File: config.mk
export PLATFORM = sky130hd
export DESIGN_NAME = positional_list_engine_unit
export DESIGN_NICKNAME = d
export VERILOG_FILES = /design/src/rtl/core/ple_pkg.sv /design/src/rtl/core/positional_list_engine_unit.sv /design/src/rtl/core/ple_cell.sv /design/src/rtl/core/ple_chain.sv
export SDC_FILE = /design/constraint.sdc
export NUM_CORES = 2
export LEC_CHECK = 0
export BUFFER_PORTS_ARGS = -buffer_cell sky130_fd_sc_hd__buf_2
export CAP_MARGIN = 15
export CORE_ASPECT_RATIO = 0.75
export CORE_MARGIN = 2
export CORE_UTILIZATION = 57
export CTS_CLUSTER_DIAMETER = 50
export DETAILED_ROUTE_END_ITERATION = 8
export PLACE_DENSITY_LB_ADDON = 0.2
export SYNTH_ARGS = -nofsm -noshare
export SYNTH_HDL_FRONTEND = slang
export SYNTH_SLANG_ARGS = --single-unit
File: constraint.sdc
create_clock -name clk -period 17.27 [get_ports clk]
set_input_delay 0.8635 -clock clk [delete_from_list [all_inputs] [get_ports clk]]
set_output_delay 0.8635 -clock clk [all_outputs]
set_load 0.02 [all_outputs]
File: src/rtl/core/ple_pkg.sv
`timescale 1ns / 1ps
// ----------------------------------------------------------------------------
// ple_pkg
// Shared types, request and status codes and sizes for the positional list
// engine.
// ----------------------------------------------------------------------------
package ple_pkg;

    // list capacity and derived widths
    localparam int ENTRIES = 16;
    localparam int IDX_W   = (ENTRIES > 1) ? $clog2(ENTRIES) : 1;
    localparam int CNT_W   = $clog2(ENTRIES + 1);
    localparam int FLD_W   = 5;
    localparam int CMP_W   = (CNT_W > FLD_W) ? CNT_W : FLD_W;

    // request codes
    localparam logic [2:0] REQ_INSERT = 3'd0;
    localparam logic [2:0] REQ_DELETE = 3'd1;
    localparam logic [2:0] REQ_READ   = 3'd2;
    localparam logic [2:0] REQ_FIND   = 3'd3;
    localparam logic [2:0] REQ_CLEAR  = 3'd4;

    // status codes
    localparam logic [1:0] ST_OK   = 2'd0;
    localparam logic [1:0] ST_MISS = 2'd1;
    localparam logic [1:0] ST_FULL = 2'd2;

    // request word
    typedef struct packed {
        logic [2:0]         req_type;
        logic [FLD_W-1:0]   position;
        logic signed [31:0] data_value;
    } req_t;

    // response word
    typedef struct packed {
        logic [1:0]         status;
        logic signed [31:0] read_value;
        logic [FLD_W-1:0]   found_index;
        logic [FLD_W-1:0]   entry_count;
    } rsp_t;

    // per-cell load select
    typedef struct packed {
        logic load_new;
        logic take_left;
        logic take_right;
    } cell_ctl_t;

    // chain-wide shift command
    typedef struct packed {
        logic             ins;
        logic             del;
        logic [IDX_W-1:0] pos;
    } chain_ctl_t;

endpackage

File: src/rtl/core/positional_list_engine_unit.sv
`timescale 1ns / 1ps
// ----------------------------------------------------------------------------
// positional_list_engine_unit
// Ordered list of signed 32-bit values addressed by index: insert, delete,
// read, find and clear, one response word per request word.
// ----------------------------------------------------------------------------
// Usage:
//   req/req_valid/req_stall carry request words (type, position, value);
//   rsp/rsp_valid/rsp_stall carry response words (status, read value,
//   found index or removed count, entry count after the request).
//   A word moves on a rising edge with valid high and stall low.
//   Each request is served in the cycle it is accepted: the row of cells
//   shifts, compares and selects all entries at once, and the response sits
//   in the output register in the cycle after. One request per cycle is taken
//   as long as the response side keeps up; the rate is set by the single
//   output register, which is refilled in the same cycle it is drained.
//   While a response waits under rsp_stall, req_stall is raised and no new
//   request is taken; the held response does not change.
//   Reset empties the list (count zero) and drops any pending response;
//   cell contents are not cleared and are never read before being written.
// ----------------------------------------------------------------------------
module positional_list_engine_unit (
    input  logic            clk,
    input  logic            rst_n,
    input  logic            req_valid,
    output logic            req_stall,
    input  ple_pkg::req_t   req,
    output logic            rsp_valid,
    input  logic            rsp_stall,
    output ple_pkg::rsp_t   rsp
);

    logic [ple_pkg::CNT_W-1:0] count_reg;
    logic [ple_pkg::CNT_W-1:0] count_next;
    logic                      rsp_valid_reg;
    logic                      rsp_valid_next;
    ple_pkg::rsp_t             rsp_reg;
    ple_pkg::rsp_t             rsp_next;

    logic                      accept;
    logic [ple_pkg::CMP_W-1:0] pos_ext;
    logic [ple_pkg::CMP_W-1:0] cnt_ext;
    logic [ple_pkg::CMP_W-1:0] fidx;
    logic                      full;
    ple_pkg::chain_ctl_t       cctl;
    logic signed [31:0]        rd_value;
    logic                      hit;
    logic [ple_pkg::IDX_W-1:0] hit_idx;

    // handshake
    assign req_stall = rsp_valid_reg && rsp_stall;
    assign accept    = req_valid && !req_stall;

    assign pos_ext = ple_pkg::CMP_W'(req.position);
    assign cnt_ext = ple_pkg::CMP_W'(count_reg);
    assign full    = (count_reg == ple_pkg::CNT_W'(ple_pkg::ENTRIES));

    // request decode and response build
    always_comb
    begin
        count_next          = count_reg;
        cctl.ins            = 1'b0;
        cctl.del            = 1'b0;
        cctl.pos            = pos_ext[ple_pkg::IDX_W-1:0];
        fidx                = '0;
        rsp_next.status     = ple_pkg::ST_OK;
        rsp_next.read_value = '0;
        case (req.req_type)
            ple_pkg::REQ_INSERT:
            begin
                if (full)
                begin
                    rsp_next.status = ple_pkg::ST_FULL;
                end
                else if (pos_ext > cnt_ext)
                begin
                    rsp_next.status = ple_pkg::ST_MISS;
                end
                else
                begin
                    cctl.ins   = accept;
                    count_next = count_reg + 1'b1;
                end
            end
            ple_pkg::REQ_DELETE:
            begin
                if (pos_ext >= cnt_ext)
                begin
                    rsp_next.status = ple_pkg::ST_MISS;
                end
                else
                begin
                    cctl.del   = accept;
                    count_next = count_reg - 1'b1;
                end
            end
            ple_pkg::REQ_READ:
            begin
                if (pos_ext >= cnt_ext)
                begin
                    rsp_next.status = ple_pkg::ST_MISS;
                end
                else
                begin
                    rsp_next.read_value = rd_value;
                end
            end
            ple_pkg::REQ_FIND:
            begin
                if (hit)
                begin
                    fidx = ple_pkg::CMP_W'(hit_idx);
                end
                else
                begin
                    rsp_next.status = ple_pkg::ST_MISS;
                end
            end
            ple_pkg::REQ_CLEAR:
            begin
                fidx       = cnt_ext;
                count_next = '0;
            end
            default:
            begin
                rsp_next.status = ple_pkg::ST_MISS;
            end
        endcase
        rsp_next.found_index = fidx[ple_pkg::FLD_W-1:0];
        rsp_next.entry_count = ple_pkg::CMP_W'(count_next) & ple_pkg::CMP_W'(5'h1f);
    end

    // cell row
    ple_chain u_chain (
        .clk       (clk),
        .ctl       (cctl),
        .new_value (req.data_value),
        .count     (count_reg),
        .rd_value  (rd_value),
        .hit       (hit),
        .hit_idx   (hit_idx)
    );

    // output valid
    always_comb
    begin
        rsp_valid_next = rsp_valid_reg;
        if (accept)
        begin
            rsp_valid_next = 1'b1;
        end
        else if (!rsp_stall)
        begin
            rsp_valid_next = 1'b0;
        end
    end

    // control state
    always_ff @(posedge clk or negedge rst_n)
    begin
        if (!rst_n)
        begin
            count_reg     <= '0;
            rsp_valid_reg <= 1'b0;
        end
        else
        begin
            rsp_valid_reg <= rsp_valid_next;
            if (accept)
            begin
                count_reg <= count_next;
            end
        end
    end

    // response word
    always_ff @(posedge clk)
    begin
        if (accept)
        begin
            rsp_reg <= rsp_next;
        end
    end

    assign rsp_valid = rsp_valid_reg;
    assign rsp       = rsp_reg;

    // count never exceeds capacity
    a_count_range: assert property (@(posedge clk) disable iff (!rst_n)
        count_reg <= ple_pkg::CNT_W'(ple_pkg::ENTRIES))
        else $error("entry count above capacity");

    // a full status only comes from a full list
    a_full_status: assert property (@(posedge clk) disable iff (!rst_n)
        accept && (rsp_next.status == ple_pkg::ST_FULL) |-> full)
        else $error("list full reported with free entries");

    // a successful insert grows the list by one
    a_insert_grows: assert property (@(posedge clk) disable iff (!rst_n)
        accept && (req.req_type == ple_pkg::REQ_INSERT)
            && (rsp_next.status == ple_pkg::ST_OK)
        |=> count_reg == $past(count_reg) + 1'b1)
        else $error("insert did not grow the list");

    // response register is held while a request is stalled
    a_stall_held: assert property (@(posedge clk) disable iff (!rst_n)
        req_stall |=> rsp_valid_reg && (rsp_reg == $past(rsp_reg)))
        else $error("pending response lost under stall");

endmodule

File: src/rtl/core/ple_cell.sv
`timescale 1ns / 1ps
// ----------------------------------------------------------------------------
// ple_cell
// One list entry: holds a value, loads a new one or a neighbor's, and
// compares against the search key.
// ----------------------------------------------------------------------------
module ple_cell (
    input  logic                clk,
    input  ple_pkg::cell_ctl_t  ctl,
    input  logic signed [31:0]  new_value,
    input  logic signed [31:0]  left_value,
    input  logic signed [31:0]  right_value,
    input  logic signed [31:0]  key,
    output logic signed [31:0]  value,
    output logic                match
);

    logic signed [31:0] value_reg;
    logic signed [31:0] value_next;

    // pick next entry value
    always_comb
    begin
        value_next = value_reg;
        if (ctl.load_new)
        begin
            value_next = new_value;
        end
        else if (ctl.take_left)
        begin
            value_next = left_value;
        end
        else if (ctl.take_right)
        begin
            value_next = right_value;
        end
    end

    // entry storage
    always_ff @(posedge clk)
    begin
        value_reg <= value_next;
    end

    assign value = value_reg;
    assign match = (value_reg == key);

endmodule

File: src/rtl/core/ple_chain.sv
`timescale 1ns / 1ps
// ----------------------------------------------------------------------------
// ple_chain
// Row of list cells with per-cell shift control, indexed read and a
// first-match search over the occupied entries.
// ----------------------------------------------------------------------------
module ple_chain (
    input  logic                          clk,
    input  ple_pkg::chain_ctl_t           ctl,
    input  logic signed [31:0]            new_value,
    input  logic [ple_pkg::CNT_W-1:0]     count,
    output logic signed [31:0]            rd_value,
    output logic                          hit,
    output logic [ple_pkg::IDX_W-1:0]     hit_idx
);

    logic signed [31:0] vals [ple_pkg::ENTRIES];
    logic [ple_pkg::ENTRIES-1:0] eq;

    // cells and their shift selects
    for (genvar g = 0; g < ple_pkg::ENTRIES; g++)
    begin : g_cell
        ple_pkg::cell_ctl_t cctl;
        logic signed [31:0] left_v;
        logic signed [31:0] right_v;

        always_comb
        begin
            cctl.load_new   = ctl.ins && (ple_pkg::IDX_W'(g) == ctl.pos);
            cctl.take_left  = ctl.ins && (ple_pkg::IDX_W'(g) >  ctl.pos);
            cctl.take_right = ctl.del && (ple_pkg::IDX_W'(g) >= ctl.pos);
        end

        if (g == 0)
        begin : g_first
            assign left_v = new_value;
        end
        else
        begin : g_inner_l
            assign left_v = vals[g-1];
        end

        if (g == ple_pkg::ENTRIES - 1)
        begin : g_last
            assign right_v = vals[g];
        end
        else
        begin : g_inner_r
            assign right_v = vals[g+1];
        end

        ple_cell u_cell (
            .clk         (clk),
            .ctl         (cctl),
            .new_value   (new_value),
            .left_value  (left_v),
            .right_value (right_v),
            .key         (new_value),
            .value       (vals[g]),
            .match       (eq[g])
        );
    end

    // indexed read
    assign rd_value = vals[ctl.pos];

    // lowest occupied matching entry
    always_comb
    begin
        hit     = 1'b0;
        hit_idx = '0;
        for (int i = ple_pkg::ENTRIES - 1; i >= 0; i--)
        begin
            if (eq[i] && (ple_pkg::CNT_W'(i) < count))
            begin
                hit     = 1'b1;
                hit_idx = ple_pkg::IDX_W'(i);
            end
        end
    end

endmodule

==> metrics <==
top cells by area, synth=edfxtp_1, mux4_2, xor2_1; max_cap viols=0; final max-slew violation count=0; Cell Chain, Critical Path=inv_1 -> ha_1 -> nor2b_1 -> o21a_1 -> o21a_1 -> o21a_1 -> o22a_1 -> nor3_4 -> buf_4 -> nand3_2 -> a21oi_1; CP Data Arrival Time=5690 ps; Worst Path Required=17700 ps; maximum clock path buffer count=3; Syn Std Cell Area=38580 um^2; pin count of the biggest net entering global routing=99; Cell Pwr Density=81.18 nW/um^2; most used cell, CP=o21a_1; cell row count=82; Post-synth EDFFs=556; CTS tree=yes; Synth Net Count=3471; worst-skew pair later-pin latency=640 ps; Total Routed Length=137.9 mm; Max FO, Critical Path=36; share of cells above drive strength 1=21.41%; Synth cell types=59; largest area contributor in the netlist=edfxtp_1; core area=66890 um^2; startpoint types=flop; worst hold margin=75.75 ps; CTS Buf Count=68; max FFs per register=512; Crit. End Element=flop; clk_skew=23.06 ps; WP buf/inv=2; syn_area_per_cell=11.29 um^2; Residual DRC=0; number of vias per cell=6.977; kind of critical path=flop to flop; ys async rst share=1.068%; synth cell count leaders=edfxtp_1, xor2_1, nor2_1; Fin. Hold Viols=0; leakage=14.56 nW; Boundary Pins=90; per-cell routed wire length=32.24 um; crit path time final=5252 ps; PortBufs=89; Worst-Margin Slew=1206 ps; Yosys reg bits=562; critical path's largest stage delay=870 ps; Yosys warning total=0; DRT Pass-1 Iters=6; Clock Tree Root=clkbuf_16; crit-path leading delay family=compound AO/OA/AOI/OAI gates; RSZ-0062 raised after global routing=no; FMAX=0.1904 GHz; DIE HEIGHT=229.3 um; Final WS setup=12020 ps; Slew Limit Headroom=19.59%; initial antenna violation count=11; total track usage=38.90%; Post-CTS Setup Inserts=0; die area=69810 um^2; die width=304.4 um; global-route wire length before repair=199.2 mm; hold bufs inserted after CTS=0; Reg clk slew, reported paths=60 ps; most frequent cell after synthesis=edfxtp_1; vias in the first global route=28290; CP max stage cell=nand3_2; peak supply drop=62.47 uV; post-synth top area share=43.27%; status=completed; crit share post-route=30.41%; drt first-iter violations=4733; Initial Utilization=57.68%; Mapped Cells=3419; CTS resizes=0; post-DP HPWL=97.24 mm; dpl cell area=39650 um^2; Vias=29850; min-delay worst type=primary input to asynchronous set/reset pin; Seq/Total Area, Yosys=43.66%; fill count=5297; gp weighted congestion=1.013; Setup WS pre-CTS=11900 ps; # setup viols final=0; prevailing post-synth register cell=edfxtp_1; Area Growth Syn to Fin=8.178%; antenna-violating nets left=0; Final Instance Area=41740 um^2; H-Tree Depth=3; Num Clock Sinks=562; NumNets Final=3396; GRT Residual Overflow=0; setup TNS=0 ps
report_power, final:
part	leakage [nW]	switching [mW]	internal, mW
Sequential	5.12	0.0382	1.51
Clock	1.01	0.611	0.780
Combinational	8.43	0.294	0.151
Total	14.6	0.944	2.44
worst register-to-register path, stage by stage (launching register included):
cell     delay, ps
dfrtp_1        820
inv_1          340
ha_1           390
nor2b_1        150
o21a_1         180
o21a_1         180
o21a_1         230
o22a_1         630
nor3_4         310
buf_4          500
nand3_2        870
a21oi_1        470
cell usage in the layout (no fill, tap or decap), drive strengths merged, types with 18 or more instances in the layout:
cell,netlist,routed
a21o,37,37
a21oi,239,239
a31oi,68,68
buf,170,181
clkbuf,156,83
clkinv,1,21
edfxtp,556,556
inv,11,19
mux2,257,257
mux2i,242,242
mux4,160,160
nand2,287,287
nand3,30,30
nand4,65,65
nor2,302,302
nor2b,36,36
nor3,26,26
nor4,105,105
o21ai,46,46
o2bb2ai,18,18
xnor2,175,175
xor2,337,337
cell type report:
class,count,area (um^2),area share [%]
clock buffer,83,1810,4.338
multi-input combinational,2519,20460,49.03
timing repair buffer,181,1192,2.857
clock inverter,34,264.0,0.6325
inverter,12,45.04,0.1079
antenna,6,15.01,0.03597
sequential,562,16850,40.36
tap,882,1104,2.644
per-stage QoR:
step	util [%]	std cells	power, mW
6_report	62.40	4279	3.389
5_1_grt	62.39	4278	3.457
4_1_cts	62.37	4273	3.375
3_5_place_dp	59.27	4156	2.005
3_3_place_gp	59.19	4154	1.997
2_1_floorplan	-	3419	1.840
kinds of logic (layout without fill, tap and decap cells):
kind of cell	Yosys count	after routing	share of synthesized area (%)
compound gates	452	452	6.842
buf+inv	338	310	3.752
mux	659	659	23.12
flops	562	562	43.66
simple gates	888	888	10.75
xor+xnor	512	512	11.62
fa+ha+maj	8	8	0.2594
other cells	0	6	0
routing by layer:
| layer | global-route usage, % | part of all wire [%] |
|---|---|---|
| met4 | 17.95 | 5.2 |
| met1 | 54.92 | 38 |
| met2 | 55.65 | 43 |
| met3 | 10.99 | 14 |
| met5 | 0 | 0.0087 |
worst paths after layout:
| path | from | to | slack (ps) | cells past startpoint |
|---|---|---|---|---|
| setup / recovery | cnt_ext[1] | u_chain.g_cell[12].u_cell.value[19] | 12020 | 11 |
| hold / removal | rst_n | rsp_valid | 80 | 1 |
| setup reg to reg | cnt_ext[1] | u_chain.g_cell[12].u_cell.value[19] | 12020 | 11 |
| hold reg to reg | rsp_valid | rsp_valid | 630 | 2 |
| max in group asynchronous | rst_n | cnt_ext[4] | 17000 | 1 |
| min in group clk | req_valid | rsp_valid | 470 | 2 |
Power figures use the tool's default switching activity.
